<file path="config.mk">
export PLATFORM = sky130hd
export DESIGN_NAME = smq_ctrl
export DESIGN_NICKNAME = d
export VERILOG_FILES = /design/src/hw/rtl/smq_pkg.sv /design/src/hw/rtl/smq_ctrl.sv
export VERILOG_INCLUDE_DIRS = /design/src /design/src/hw/rtl
export SDC_FILE = /design/constraint.sdc
export NUM_CORES = 1
export LEC_CHECK = 0
export BUFFER_PORTS_ARGS = -buffer_cell sky130_fd_sc_hd__buf_4
export CAP_MARGIN = 20
export CORE_MARGIN = 2
export CORE_UTILIZATION = 43
export DETAILED_ROUTE_END_ITERATION = 12
export PLACE_DENSITY = 0.73
export SLEW_MARGIN = 0
export SYNTH_ARGS = -nofsm -noshare
export SYNTH_HDL_FRONTEND = slang
export SYNTH_SLANG_ARGS = --single-unit
export TNS_END_PERCENT = 20
</file>
<file path="constraint.sdc">
create_clock -name clk_i -period 1.33 [get_ports clk_i]
set_input_delay 0 -clock clk_i [delete_from_list [all_inputs] [get_ports clk_i]]
set_output_delay 0 -clock clk_i [all_outputs]
set_load 0.01 [all_outputs]
</file>
<file path="src/hw/rtl/assert_macros.svh">
// Assertion helpers shared by the RTL files of the maintenance queue.
`ifndef ASSERT_MACROS_SVH
`define ASSERT_MACROS_SVH

// Check a property on every rising clock edge outside reset.
`define SMQ_ASSERT(lbl, prop, msg) \
  lbl: assert property (@(posedge clk_i) disable iff (!rst_ni) (prop)) else $error(msg);

// Check that one condition implies another in the same cycle.
`define SMQ_ASSERT_IMP(lbl, cond, prop, msg) \
  lbl: assert property (@(posedge clk_i) disable iff (!rst_ni) (cond) |-> (prop)) else $error(msg);

`endif

</file>
<file path="src/hw/rtl/smq_pkg.sv">
// ----------------------------------------------------------------------------
// smq_pkg
// Types, codes and helpers of the scored maintenance queue.
// ----------------------------------------------------------------------------
package smq_pkg;

  localparam int QueueDepthDef = 256;
  localparam int TableCountDef = 256;

  localparam logic [63:0] SatMax        = 64'hFFFF_FFFF_FFFF_FFFF;
  localparam logic [63:0] GapCap        = 64'd1073741824;
  localparam logic [31:0] DefaultWeight = 32'd65536;

  localparam int CfgDataW = 32;
  localparam int CfgIdxW  = 3;

  // register indexes
  localparam logic [CfgIdxW-1:0] RegMinInterval = 3'd0;
  localparam logic [CfgIdxW-1:0] RegQueueCap    = 3'd1;
  localparam logic [CfgIdxW-1:0] RegUseHealth   = 3'd2;
  localparam logic [CfgIdxW-1:0] RegSlotWeight  = 3'd3;
  localparam logic [CfgIdxW-1:0] RegGapEnable   = 3'd4;

  // command codes
  localparam logic [1:0] CmdTrigger = 2'd0;
  localparam logic [1:0] CmdTake    = 2'd1;
  localparam logic [1:0] CmdFinish  = 2'd2;

  // status codes
  localparam logic [2:0] StQueued     = 3'd0;
  localparam logic [2:0] StCooldown   = 3'd1;
  localparam logic [2:0] StPending    = 3'd2;
  localparam logic [2:0] StFull       = 3'd3;
  localparam logic [2:0] StDispatched = 3'd4;
  localparam logic [2:0] StEmpty      = 3'd5;
  localparam logic [2:0] StFinished   = 3'd6;

  typedef struct packed {
    logic [1:0]  cmd;
    logic [7:0]  table_id;
    logic [31:0] now_sec;
    logic [63:0] size_bytes;
    logic        health_valid;
    logic [63:0] dead_space;
    logic [31:0] tomb_slots;
    logic [19:0] tomb_ratio_micro;
    logic [63:0] lsn_last_vac;
    logic [63:0] lsn_now;
  } in_item_t;

  typedef struct packed {
    logic [2:0]  status;
    logic [7:0]  out_table;
    logic [63:0] out_score;
    logic [63:0] bonus_term;
    logic [30:0] gap_term;
    logic [8:0]  queue_depth;
    logic [8:0]  depth_peak;
  } out_item_t;

  typedef struct packed {
    logic [7:0]  tbl;
    logic [63:0] score;
  } qent_t;

  typedef enum logic [2:0] {
    DpNone, DpMul, DpDead, DpRatio, DpSize, DpGap
  } dp_step_e;

  typedef enum logic [2:0] {
    CmQueue, CmRefuse, CmTake, CmEmpty, CmFinish
  } commit_e;

  typedef struct packed {
    logic     load;
    dp_step_e step;
    logic     walk;
    logic     shift;
    logic     shift_init;
    logic     commit;
    commit_e  kind;
  } smq_ctl_t;

  typedef struct packed {
    logic [1:0] cmd;
    logic       trig_ok;
    logic       q_empty;
    logic       walk_done;
    logic       out_busy;
  } smq_sts_t;

  function automatic logic [63:0] sadd(input logic [63:0] a, input logic [63:0] b);
    logic [64:0] s;
    s = {1'b0, a} + {1'b0, b};
    return s[64] ? SatMax : s[63:0];
  endfunction

endpackage

</file>
<file path="src/hw/rtl/smq_ctrl.sv">
// ----------------------------------------------------------------------------
// smq_ctrl
// Sequencer of the maintenance queue: steps each item through the datapath.
// ----------------------------------------------------------------------------
`include "assert_macros.svh"

module smq_ctrl (
  input  logic              clk_i,
  input  logic              rst_ni,
  input  logic              in_valid_i,
  output logic              in_ready_o,
  input  smq_pkg::smq_sts_t sts_i,
  output smq_pkg::smq_ctl_t ctl_o
);

  typedef enum logic [3:0] {
    SIdle, SRead, SCheck, SMul, SDead, SRatio, SSize, SGap,
    SScan, SShiftInit, SShift, SCommit
  } state_e;

  state_e           state_q;
  smq_pkg::commit_e kind_q;

  assign in_ready_o = (state_q == SIdle);

  always_comb begin
    ctl_o            = '0;
    ctl_o.step       = smq_pkg::DpNone;
    ctl_o.kind       = kind_q;
    ctl_o.load       = (state_q == SIdle) && in_valid_i;
    ctl_o.walk       = (state_q == SScan) || (state_q == SShift);
    ctl_o.shift      = (state_q == SShift);
    ctl_o.shift_init = (state_q == SShiftInit);
    ctl_o.commit     = (state_q == SCommit) && !sts_i.out_busy;
    case (state_q)
      SMul:    ctl_o.step = smq_pkg::DpMul;
      SDead:   ctl_o.step = smq_pkg::DpDead;
      SRatio:  ctl_o.step = smq_pkg::DpRatio;
      SSize:   ctl_o.step = smq_pkg::DpSize;
      SGap:    ctl_o.step = smq_pkg::DpGap;
      default: ctl_o.step = smq_pkg::DpNone;
    endcase
  end

  always_ff @(posedge clk_i or negedge rst_ni) begin
    if (!rst_ni) begin
      state_q <= SIdle;
      kind_q  <= smq_pkg::CmEmpty;
    end else begin
      case (state_q)
        SIdle: begin
          if (in_valid_i) state_q <= SRead;
        end
        SRead: state_q <= SCheck;
        SCheck: begin
          case (sts_i.cmd)
            smq_pkg::CmdTrigger: begin
              if (sts_i.trig_ok) begin
                state_q <= SMul;
              end else begin
                kind_q  <= smq_pkg::CmRefuse;
                state_q <= SCommit;
              end
            end
            smq_pkg::CmdTake: begin
              if (sts_i.q_empty) begin
                kind_q  <= smq_pkg::CmEmpty;
                state_q <= SCommit;
              end else begin
                state_q <= SScan;
              end
            end
            smq_pkg::CmdFinish: begin
              kind_q  <= smq_pkg::CmFinish;
              state_q <= SCommit;
            end
            default: state_q <= SIdle;
          endcase
        end
        SMul:   state_q <= SDead;
        SDead:  state_q <= SRatio;
        SRatio: state_q <= SSize;
        SSize:  state_q <= SGap;
        SGap: begin
          kind_q  <= smq_pkg::CmQueue;
          state_q <= SCommit;
        end
        SScan: begin
          if (sts_i.walk_done) state_q <= SShiftInit;
        end
        SShiftInit: state_q <= SShift;
        SShift: begin
          if (sts_i.walk_done) begin
            kind_q  <= smq_pkg::CmTake;
            state_q <= SCommit;
          end
        end
        SCommit: begin
          if (!sts_i.out_busy) state_q <= SIdle;
        end
        default: state_q <= SIdle;
      endcase
    end
  end

  `SMQ_ASSERT_IMP(a_commit_free, ctl_o.commit, !sts_i.out_busy, "commit into a busy output")
  `SMQ_ASSERT_IMP(a_load_idle, ctl_o.load, $past(state_q) != SRead || state_q == SIdle,
                  "item loaded outside idle")
  `SMQ_ASSERT(a_walk_excl, !(ctl_o.walk && ctl_o.commit), "queue walk overlaps commit")

endmodule

</file>
== Word-level counts from Yosys, hierarchy flattened ==
Index checks and enable logic that the tools add are counted.

* Mux-type cells: 14
* Equal/unequal tests: 20
* Reductions and logical operators: 9

{| class="wikitable"
|+ Operators by type and width
! cell !! count
|-
| one-hot mux 4 bit (12 select lines) || 1
|-
| 2-to-1 mux 4 bit || 5
|-
| one-hot mux 3 bit (3 select lines) || 2
|-
| == test 4 x 3 -> 1 bit (second input constant) || 4
|-
| == test 4 bit (second input constant) || 4
|-
| one-hot mux 3 bit (5 select lines) || 1
|-
| one-hot mux 4 bit (3 select lines) || 1
|-
| 2-to-1 mux 3 bit || 3
|-
| == test 4 x 2 -> 1 bit (second input constant) || 2
|-
| inequality test 2 bit (second input constant) || 4
|-
| inequality test 3 bit (second input constant) || 2
|-
| AND reduction 5 bit || 1
|-
| == test 4 x 1 -> 1 bit (second input constant) || 1
|-
| logical NOT 4 bit || 1
|-
| inequality test 4 x 2 -> 1 bit (second input constant) || 1
|-
| AND reduction 4 bit || 1
|-
| nonzero test 3 bit || 1
|-
| == test 2 x 1 -> 1 bit (second input constant) || 1
|-
| == test 2 bit (second input constant) || 1
|-
| logical AND 1 bit || 2
|-
| logical NOT 2 bit || 1
|-
| 2-to-1 mux 2 bit || 1
|-
| logical NOT 1 bit || 1
|-
| logical OR 1 bit || 1
|}

* Logic and storage cells: 45
* Register bits: 7

== Logic depth before layout (Yosys ltp) ==
Gate-level depths: netlist (run 1).

* Depth after elaboration: 3
* Gate-level depth with buffers: 6

== Worst setup path after synthesis (run 1) ==
OpenSTA, ideal clock, no wires.

* Path kind: register to register
* From: register state_q[0]
* To: register kind_q[2]
* Arrival time: 1372 ps
* Stages on the path, launching flop included: 6
* Buffers on the path: 1
* Slack: -173 ps
* Data required time: 1199 ps
* Path through: dfrtp_1 > buf_2 > nor3b_1 > o21ai_0 > a2bb2oi_1 > o22ai_1

* Longest elaborated chain between the ends: 3
* Elaborated cells between the ends (all ways): 10

{| class="wikitable"
|+ Ends and longest elaborated chain
! element !! RTL line !! RTL
|-
| from (decl) || smq_ctrl.sv:21 || <nowiki>state_e state_q;</nowiki>
|-
| from (signal assigned) || smq_ctrl.sv:47 || <nowiki>state_q <= SIdle;</nowiki>
|-
| from (signal assigned) || smq_ctrl.sv:52 || <nowiki>if (in_valid_i) state_q <= SRead;</nowiki>
|-
| from (signal assigned) || smq_ctrl.sv:54 || <nowiki>SRead: state_q <= SCheck;</nowiki>
|-
| == test 4 x 2 -> 1 bit, or another cell as far along || smq_ctrl.sv:50 || <nowiki>case (state_q)</nowiki>
|-
| inequality test 4 x 2 -> 1 bit (no source line), or another cell as far along || - ||
|-
| AND reduction 5 bit (no source line) || - ||
|-
| to (signal assigned) || smq_ctrl.sv:48 || <nowiki>kind_q <= smq_pkg::CmEmpty;</nowiki>
|-
| to (signal assigned) || smq_ctrl.sv:61 || <nowiki>kind_q <= smq_pkg::CmRefuse;</nowiki>
|-
| to (signal assigned) || smq_ctrl.sv:67 || <nowiki>kind_q <= smq_pkg::CmEmpty;</nowiki>
|-
| to (decl) || smq_ctrl.sv:22 || <nowiki>smq_pkg::commit_e kind_q;</nowiki>
|}

Several ways; a longest one is shown, not always the timed one.
A chain may end at the register's enable or synchronous reset.

== Worst setup path in the final report (run 1) ==
* From: register state_q[3]
* To: register state_q[0]

* Longest elaborated chain between the ends: 3
* Elaborated cells between the ends (all ways): 18

{| class="wikitable"
|+ Ends and longest elaborated chain
! element !! RTL line
|-
| == test 4 bit / logical NOT 4 bit (equally long branches) || smq_ctrl.sv:50
|-
| inequality test 2 bit (no source line) || -
|-
| AND reduction 4 bit (no source line) || -
|}

Several ways; a longest one is shown, not always the timed one.

==> results of run 1 <==
==> per-layer routing <==
metal / track usage, % / up-vias
met4: 10.6 / 0
met3: 3.45 / 10
met1: 30.6 / 364
li1: - / 376
met2: 37.5 / 48
met5: 0 / -
==> power breakdown <==
part           total (mW)  internal [mW]  switching, mW
registers           0.444          0.338          0.106
logic                1.77          0.971          0.800
clock network       0.193          0.115         0.0789
total                2.41           1.42          0.985
==> cell families after synthesis <==
group | count (synthesis) | synth area share (%)
multiplexers | 2 | 3.19
buffers and inverters | 11 | 7.37
AO/OA/AOI/OAI | 20 | 22.5
flip-flops | 7 | 28.3
XOR/XNOR | 1 | 1.39
AND/OR/NAND/NOR | 30 | 27.3
adder cells (fa/ha/maj) | 5 | 9.96
==> path summary, 6_finish.rpt <==
check,startpoint,end,slack (ps)
worst max-delay path,state_q[3],state_q[0],-140
min in group clk_i,sts_i[1],kind_q[0],110
worst min-delay path,rst_ni,state_q[1],100
worst max register to register,state_q[3],state_q[0],-140
worst min register to register,kind_q[0],kind_q[0],490
max in group asynchronous,rst_ni,kind_q[0],1010
==> Yosys cell counts <==
| master | number |
|---|---|
| o31ai_1 | 1 |
| nand2_1 | 3 |
| o41ai_1 | 1 |
| and3b_1 | 1 |
| inv_1 | 7 |
| ha_1 | 5 |
| a221oi_1 | 1 |
| a22oi_1 | 2 |
| or4b_1 | 1 |
| nor2b_1 | 3 |
| a21o_1 | 2 |
| nand2b_1 | 4 |
| or4_1 | 1 |
| nor4_1 | 1 |
| a32o_1 | 1 |
| buf_2 | 4 |
| or2_2 | 1 |
| mux2i_1 | 2 |
| o21ai_0 | 1 |
| a21oi_1 | 5 |
| o21bai_1 | 1 |
| nor2_1 | 7 |
| nand3_1 | 1 |
| or2_1 | 1 |
| dfrtp_1 | 5 |
| nor3b_1 | 3 |
| a2bb2oi_1 | 1 |
| xor2_1 | 1 |
| and2_1 | 2 |
| o22ai_1 | 2 |
| dfstp_2 | 2 |
| nor3_1 | 1 |
| a211o_1 | 2 |
==> registers in the layout, indices dropped and copies added, names as in the netlist <==
name	count
kind_q	3
state_q	4
==> critical path: stages (launching register included) <==
cell,delay [ps]
dfrtp_1,410
or4_1,510
a21oi_1,130
a21oi_1,70
a32o_1,220
==> area by class of cell <==
class                      instances  area, µm²  area share (%)
inverter                           7       26.3            2.28
timing repair buffer              52        425            36.9
sequential                         7        179            15.5
tap                               15       18.8            1.63
multi-input combinational         58        478            41.4
clock buffer                       4       26.3            2.28
==> metrics by stage <==
| step | util [%] | hold slack [ps] | total power, mW |
|---|---|---|---|
| 6_report | 86.5 | 102 | 2.41 |
| 5_1_grt | 86.5 | 95.6 | 2.56 |
| 4_1_cts | 82.4 | 92.4 | 2.18 |
| 3_5_place_dp | 71.6 | -180 | 1.74 |
| 3_3_place_gp | 71.6 | -182 | 1.70 |
| 2_1_floorplan | - | -296 | 1.11 |
==> what timing repair did <==
| action | in CTS | in global routing |
|---|---|---|
| hold buffers | 2 | 0 |
| pin swaps | 6 | 4 |
| hold endpoints to repair | 8 | 0 |
| cloned | 0 | 0 |
| resized for setup | 17 | 7 |
| setup buffers | 3 | 4 |
| setup endpoints to repair | 13 | 15 |
==> summary.txt, run 1 <==
Run status
  • Status: complete, but fails checks
  • Failing checks: negative setup slack

Timing
  • Final setup viols: 12
  • Pins Over Slew Limit: 0
  • Final Cycle Share: 111%
  • Aggregate negative setup slack: -1000 ps
  • Hold Fails Final Rpt: 0
  • Peak Freq: 0.680 GHz
  • Final WS setup: -141 ps
  • RSZ-0062 raised after global routing: yes
  • Worst slew pin tran: 291 ps
  • Clock skew: 5.66 ps
  • Slew Limit Headroom: 80.4%
  • Min Tclk post-route: 1470 ps

Drt
  • DRC viols: 0
  • DRT Wirelength: 2230 µm
  • DR top layer: met4
  • Via count: 798
  • DRT Pass-1 Iters: 4
  • Routed wl met3: 179 µm
  • Met1 WL: 864 µm
  • Number of routed nets with antenna violations: 0
  • Per-cell routed wire length: 15.6 µm
  • Starting DRT DRC Count: 26
  • Met2 routed WL: 1120 µm
  • Vias per std cell: 5.58

GRT
  • Vias in the first global route: 748
  • First-pass GRT wire length: 3260 µm
  • Tot GR Track Use: 23.4%
  • Gr ovfl total: 0
  • Largest net degree at the start of global routing: 14
  • Initial antenna violation count: 0

Die
  • Row count: 13
  • Core box area: 1330 µm²
  • Die footprint: 1780 µm²
  • Die W: 42.2 µm
  • Boundary pin count: 21
  • Initial core utilization: 47.1%
  • Die Height: 42.2 µm

Finish
  • Final Instance Area: 1150 µm²
  • Filler Cells Inserted: 68
  • Layout cell share with drive strength beyond 1: 53.9%
  • Final-stage net count: 143
  • Final cell count without fillers: 143
  • Number of diodes: 0
  • Commonest non-fill, non-tap cells in the layout: 42 x buf_4, 8 x buf_6, 7 x nor2_1, 6 x inv_1
  • Area Overhead vs Synth: 83.7%
  • Most common cell after layout, fill and taps aside: buf_4

Critical path
  • WS Path Type: reg -> reg
  • CP Launch Type: flip-flop
  • WP data required: 1470 ps
  • Worst-case reg-to-reg path depth: 4
  • Crit path capture type: flip-flop
  • Worst-path fanout max: 5
  • Arr. time, crit path: 1610 ps

Yosys
  • Seq cells post-synth: 7
  • Synth area leaders: dfrtp_1 20%, ha_1 10%, dfstp_2 8.4%
  • Yosys top cell area share: 19.9%
  • YS warnings: 0
  • Cells after Synth: 76
  • Area leader, netlist: dfrtp_1
  • Post-synthesis cell type count: 33
  • Post-Syn Nets: 90
  • Post-Syn Area per Cell: 8.26 µm²
  • Mapped cell area: 628 µm²
  • Post-synthesis sequential area ratio: 28.3%

Placement
  • Setup WS pre-CTS: -157 ps
  • DP HPWL: 1430 µm
  • # port buffers: 20
  • Final GP Congestion: 0.845
  • Post-DP Area: 955 µm²
  • Inst Count DP: 130

CTS
  • CTS clock-pin slew for the worst setup and hold paths: 60 ps
  • CTS Buf Count: 3
  • Clock root cell: clkbuf_4
  • Total clock sinks: 7
  • CTS max path bufs: 2
  • CTS tree: built
  • H-Tree Depth: 1
  • Clk Latency, worst-skew pair: 250 ps

Pwr
  • Pwr dens: 2090 nW/µm²
  • Leakage: 0.595 nW
  • Worst VDD drop: 0.00113 V

Flow run
  • Max_cap viols: 0

Worst hold path
  • Min-Delay Path Class: in -> async
No activity file was read; power rests on OpenSTA's default activity.
==> run 2, diff against run 1 <==
- SKIP_LAST_GASP: unset -> 1
- clock period: 1.33 -> 1.3 ns (I/O delays scaled with it)
==> run 2 against run 1 <==
The run still ends with negative setup slack left. Design area is 4.4% lower. Non-clock buffer count is 1 lower. Highest routed layer unchanged. Worst setup slack worse by 41 ps. Clock power is 2% higher. Sequential share of layout area is 0.72 points higher. Core utilization is 3.8 points lower.
==> summary.txt, run 2 (synthesis gave the netlist of run 1 again) <==
Die
  • Die W: 42.2 µm
  • Core box area: 1330 µm²
  • Boundary pin count: 21
  • Die Height: 42.2 µm
  • Row count: 13
  • Die footprint: 1780 µm²
  • Initial core utilization: 47.1%

Finish
  • Biggest regs: state_q (4), kind_q (3)
  • Commonest non-fill, non-tap cells in the layout: 45 x buf_4, 7 x nor2_1, 6 x inv_1, 5 x a21oi_1, 5 x ha_1
  • Area Overhead vs Synth: 75.5%
  • Number of flip-flops under the largest register name: 4
  • Final-stage net count: 142
  • Layout cell share with drive strength beyond 1: 49.6%
  • Final Util: 82.6%
  • Most common cell after layout, fill and taps aside: buf_4
  • Top reg by flops: state_q
  • Final cell count without fillers: 142
  • Number of diodes: 0

Critical path
  • Cell mode on critical path: a21oi_1
  • WP data required: 1440 ps
  • Cell family with most CP delay: simple AND/OR/NAND/NOR gates
  • Arr. time, crit path: 1620 ps
  • WS Path Type: reg -> reg
  • Bufs and invs on worst path: 0
  • CP Launch Type: flip-flop
  • Crit path capture type: flip-flop
  • CP Cell Sequence: or4_1 > a21oi_1 > a21oi_1 > a32o_1
  • Worst-path fanout max: 5
  • R2R setup slack: -180 ps
  • CP max stage delay: 520 ps
  • Slowest cell on crit path: or4_1

CTS
  • CTS clock-pin slew for the worst setup and hold paths: 50 ps
  • Clock root cell: clkbuf_4
  • CTS tree: built
  • Total clock sinks: 7
  • H-Tree Depth: 1
  • Clk Latency, worst-skew pair: 250 ps
  • CTS Buf Count: 3
  • CTS max path bufs: 2

Timing
  • Final WS setup: -182 ps
  • Aggregate negative setup slack: -1580 ps
  • Hold Fails Final Rpt: 0
  • Final setup viols: 14
  • WHS: 110 ps
  • Worst slew pin tran: 290 ps
  • Min Tclk post-route: 1480 ps
  • Pins Over Slew Limit: 0
  • RSZ-0062 raised after global routing: yes
  • Clock skew: 2.92 ps
  • Peak Freq: 0.675 GHz
  • Final Cycle Share: 114%
  • Slew Limit Headroom: 80.5%

Pwr
  • Sw Ratio: 40.2%
  • Internal power: 1.37 mW
  • Worst VDD drop: 0.00117 V
  • Reg power frac: 19.5%
  • Power share of the clock group: 8.6%
  • Gate power share: 71.9%
  • Pwr dens: 2070 nW/µm²
  • Total chip power: 2.28 mW
  • Leakage: 0.578 nW
  • Sw power: 917 µW

Run status
  • Status: complete, but fails checks
  • Failing checks: negative setup slack

GRT
  • Initial antenna violation count: 0
  • Tot GR Track Use: 21.8%
  • Vias in the first global route: 734
  • First-pass GRT wire length: 3030 µm
  • Gr ovfl total: 0
  • Largest net degree at the start of global routing: 14

Drt
  • Number of routed nets with antenna violations: 0
  • Vias per std cell: 5.38
  • DRT Wirelength: 2000 µm
  • DRT Pass-1 Iters: 4
  • DRC viols: 0
  • Per-cell routed wire length: 14.0 µm
  • Via count: 764
  • Starting DRT DRC Count: 18

Worst hold path
  • Min-Delay Path Class: in -> async

Placement
  • # port buffers: 20
  • Inst Count DP: 130
  • DP HPWL: 1430 µm
  • Final GP Congestion: 0.845

Flow run
  • Max_cap viols: 0
[run 2: metal layers]
layer / share of wire [%] / global-route usage, %
met5: 0 / 0
met4: 0.75 / 9.38
met3: 4.0 / 3.88
met2: 50 / 36.3
met1: 45 / 27.4
[run 2: cell type report]
| type | instances | area (µm²) |
|---|---|---|
| Multi-Input combinational cell | 58 | 449 |
| Timing Repair Buffer | 51 | 403 |
| Fill cell | 86 | 231 |
| Sequential cell | 7 | 179 |
| Clock buffer | 4 | 26.3 |
| Inverter | 7 | 26.3 |
| Tap cell | 15 | 18.8 |
[run 2: stage by stage]
step / area, µm² / worst slack (ps)
after CTS: 1060 / -176
after floorplan: 633 / -105
after global placement: 955 / -120
after global routing: 1100 / -270
after detailed placement: 955 / -187
final: 1100 / -182
[run 2: final timing paths]
kind                       startpoint         end  depth (start not counted)
setup / recovery           state_q[3]  state_q[0]                          4
hold / removal                 rst_ni  state_q[1]                          2
setup reg to reg           state_q[3]  state_q[0]                          4
hold reg to reg             kind_q[0]   kind_q[0]                          2
max in group asynchronous      rst_ni   kind_q[1]                          2
min in group clk_i           sts_i[1]   kind_q[0]                          3
[run 2: power groups by stage]
stage	logic (mW)	registers, mW	clock network [mW]
5_1_grt	1.75	0.461	0.229
6_report	1.64	0.444	0.197
2_1_floorplan	0.691	0.442	0
3_5_place_dp	1.34	0.436	0
3_3_place_gp	1.31	0.425	0
4_1_cts	1.47	0.435	0.203
[run 2: timing repair]
item,in CTS,in global routing
hold buffers,2,0
endpoints found under the setup margin,14,15
hold endpoints to repair,8,0
pin swaps,2,2
gates cloned,0,0
gates resized for setup,6,6
buffers inserted,3,3
==> run 3, diff against run 2 <==
- CORE_AREA: unset -> 3 3 40 42
- CORE_MARGIN: 2 -> unset
- CORE_UTILIZATION: 43 -> unset
- DIE_AREA: unset -> 0 0 43 45
- PLACE_DENSITY: 0.73 -> 0.75
- SKIP_CTS_REPAIR_TIMING: unset -> 1
- clock period: 1.3 -> 1.74 ns (I/O delays scaled with it)
==> run 3 against run 2 <==
The flow now finishes without violations. Clock skew hardly changed. Combinational power decreased by 52%. Worst setup slack gained 380 ps. First-iteration DRC count fell by 17%. Design area shrank 22%. Via count shrank 18%. Sequential share of layout area increased by 4.4 points.
==> summary.txt, run 3 (synthesis gave the netlist of run 1 again) <==
CTS
  • Clock root cell: clkbuf_4
  • H-Tree Depth: 1
  • Total clock sinks: 7
  • CTS tree: built
  • CTS max path bufs: 2
  • CTS clock-pin slew for the worst setup and hold paths: 60 ps
  • Clk Latency, worst-skew pair: 250 ps
  • CTS Buf Count: 3

Drt
  • Starting DRT DRC Count: 15
  • Vias per std cell: 5.31
  • DRT Pass-1 Iters: 4
  • DRT Wirelength: 1470 µm
  • Number of routed nets with antenna violations: 0
  • DRC viols: 0
  • Per-cell routed wire length: 12.4 µm
  • Via count: 626

Timing
  • Peak Freq: 0.647 GHz
  • Final setup viols: 0
  • RSZ-0062 raised after global routing: no
  • Hold Fails Final Rpt: 0
  • Clock skew: 3.05 ps
  • Aggregate negative setup slack: 0 ps
  • Slew Limit Headroom: 74.1%
  • Final Cycle Share: 88.8%
  • Min Tclk post-route: 1540 ps
  • Worst slew pin tran: 383 ps
  • WHS: 99.4 ps
  • Pins Over Slew Limit: 0

Run status
  • Status: completed

GRT
  • Largest net degree at the start of global routing: 14
  • Met3 usage: 2.39%
  • Tot GR Track Use: 16.1%
  • First-pass GRT wire length: 2420 µm
  • Vias in the first global route: 555
  • Gr ovfl total: 0
  • GRT Max-Usage Layer: met2
  • Met1 usage in global routing: 22.9%
  • Initial antenna violation count: 0
  • Grt met2 use: 26.0%

Pwr
  • Internal power: 751 µW
  • Total chip power: 1.29 mW
  • Sw power: 539 µW
  • Worst VDD drop: 0.000882 V
  • Reg power frac: 27.0%
  • Leakage: 0.450 nW
  • Pwr dens: 1500 nW/µm²
  • Gate power share: 61.3%
  • Sw Ratio: 41.8%
  • Power share of the clock group: 11.6%

Critical path
  • Slowest cell on crit path: or4_1
  • CP Cell Sequence: or4_1 > a21oi_1 > a21oi_1 > a32o_1
  • Arr. time, crit path: 1680 ps
  • WS Path Type: reg -> reg
  • CP Launch Type: flip-flop
  • Cell family with most CP delay: simple AND/OR/NAND/NOR gates
  • Bufs and invs on worst path: 0
  • R2R setup slack: 200 ps
  • Crit. Startpoint: state_q[3]
  • Crit path capture type: flip-flop
  • Cell mode on critical path: a21oi_1
  • Reg2reg start: state_q[3]
  • WP data required: 1880 ps
  • Worst-path fanout max: 8
  • CP max stage delay: 530 ps

Placement
  • DP HPWL: 1140 µm
  • Final GP Congestion: 0.811
  • # port buffers: 20

Finish
  • Top reg by flops: state_q
  • Number of flip-flops under the largest register name: 4
  • Number of diodes: 0
  • Biggest regs: state_q (4), kind_q (3)
  • Most common cell after layout, fill and taps aside: buf_4
  • Layout cell share with drive strength beyond 1: 30.1%
  • Commonest non-fill, non-tap cells in the layout: 25 x buf_4, 7 x inv_1, 7 x nor2_1
  • Final-stage net count: 118
  • Filler Cells Inserted: 124
  • Area Overhead vs Synth: 37.1%

Die
  • Die footprint: 1940 µm²
  • Boundary pin count: 21
  • Row count: 13
  • Die W: 43 µm
  • Initial core utilization: 48.9%
  • Die Height: 45 µm
  • Core box area: 1280 µm²

Worst hold path
  • Min-Delay Path Class: in -> async

Flow run
  • Max_cap viols: 0
==> run 3: changes by cell type in the layout (fill, tap and decap cells not counted), sizes merged <==
cell / previous run / this run
buf: 49 / 25
==> run 3: routing by layer <==
layer / vias up / part of all wire, %
li1: 326 / -
met1: 277 / 44
met2: 23 / 50
met3: 0 / 6.1
met4: 0 / 0
met5: - / 0
==> run 3: final cells by class <==
class / instances / area (µm²) / area share (%)
inverters: 7 / 26.3 / 3.05
multi-input cells: 58 / 404 / 46.9
well taps: 15 / 18.8 / 2.18
flip-flops and latches: 7 / 178 / 20.6
clock buffers: 4 / 26.3 / 3.05
repair buffers: 27 / 208 / 24.1
==> run 3: power groups by stage <==
stage               registers (mW)  logic, mW  clock network (mW)
detailed placement           0.354      0.784                   0
finish                       0.349      0.792               0.150
global route                 0.365      0.878               0.168
global placement             0.349      0.779                   0
floorplan                    0.329      0.511                   0
CTS                          0.349      0.794               0.153
==> run 3: final timing paths <==
check / to / cells past startpoint
min in group clk_i: kind_q[1] / 4
min reg2reg: kind_q[0] / 2
max in group asynchronous: kind_q[1] / 2
max reg2reg: state_q[0] / 4
max: state_q[0] / 4
min: state_q[3] / 2
==> run 3: stage by stage <==
step	instance area, µm²	utilization (%)	std cells	worst slack [ps]
6_report	861	67.0	118	195
5_1_grt	861	67.0	118	59.8
4_1_cts	841	65.4	116	199
3_5_place_dp	815	63.4	112	215
3_3_place_gp	815	63.4	112	240
2_1_floorplan	628	-	76	237
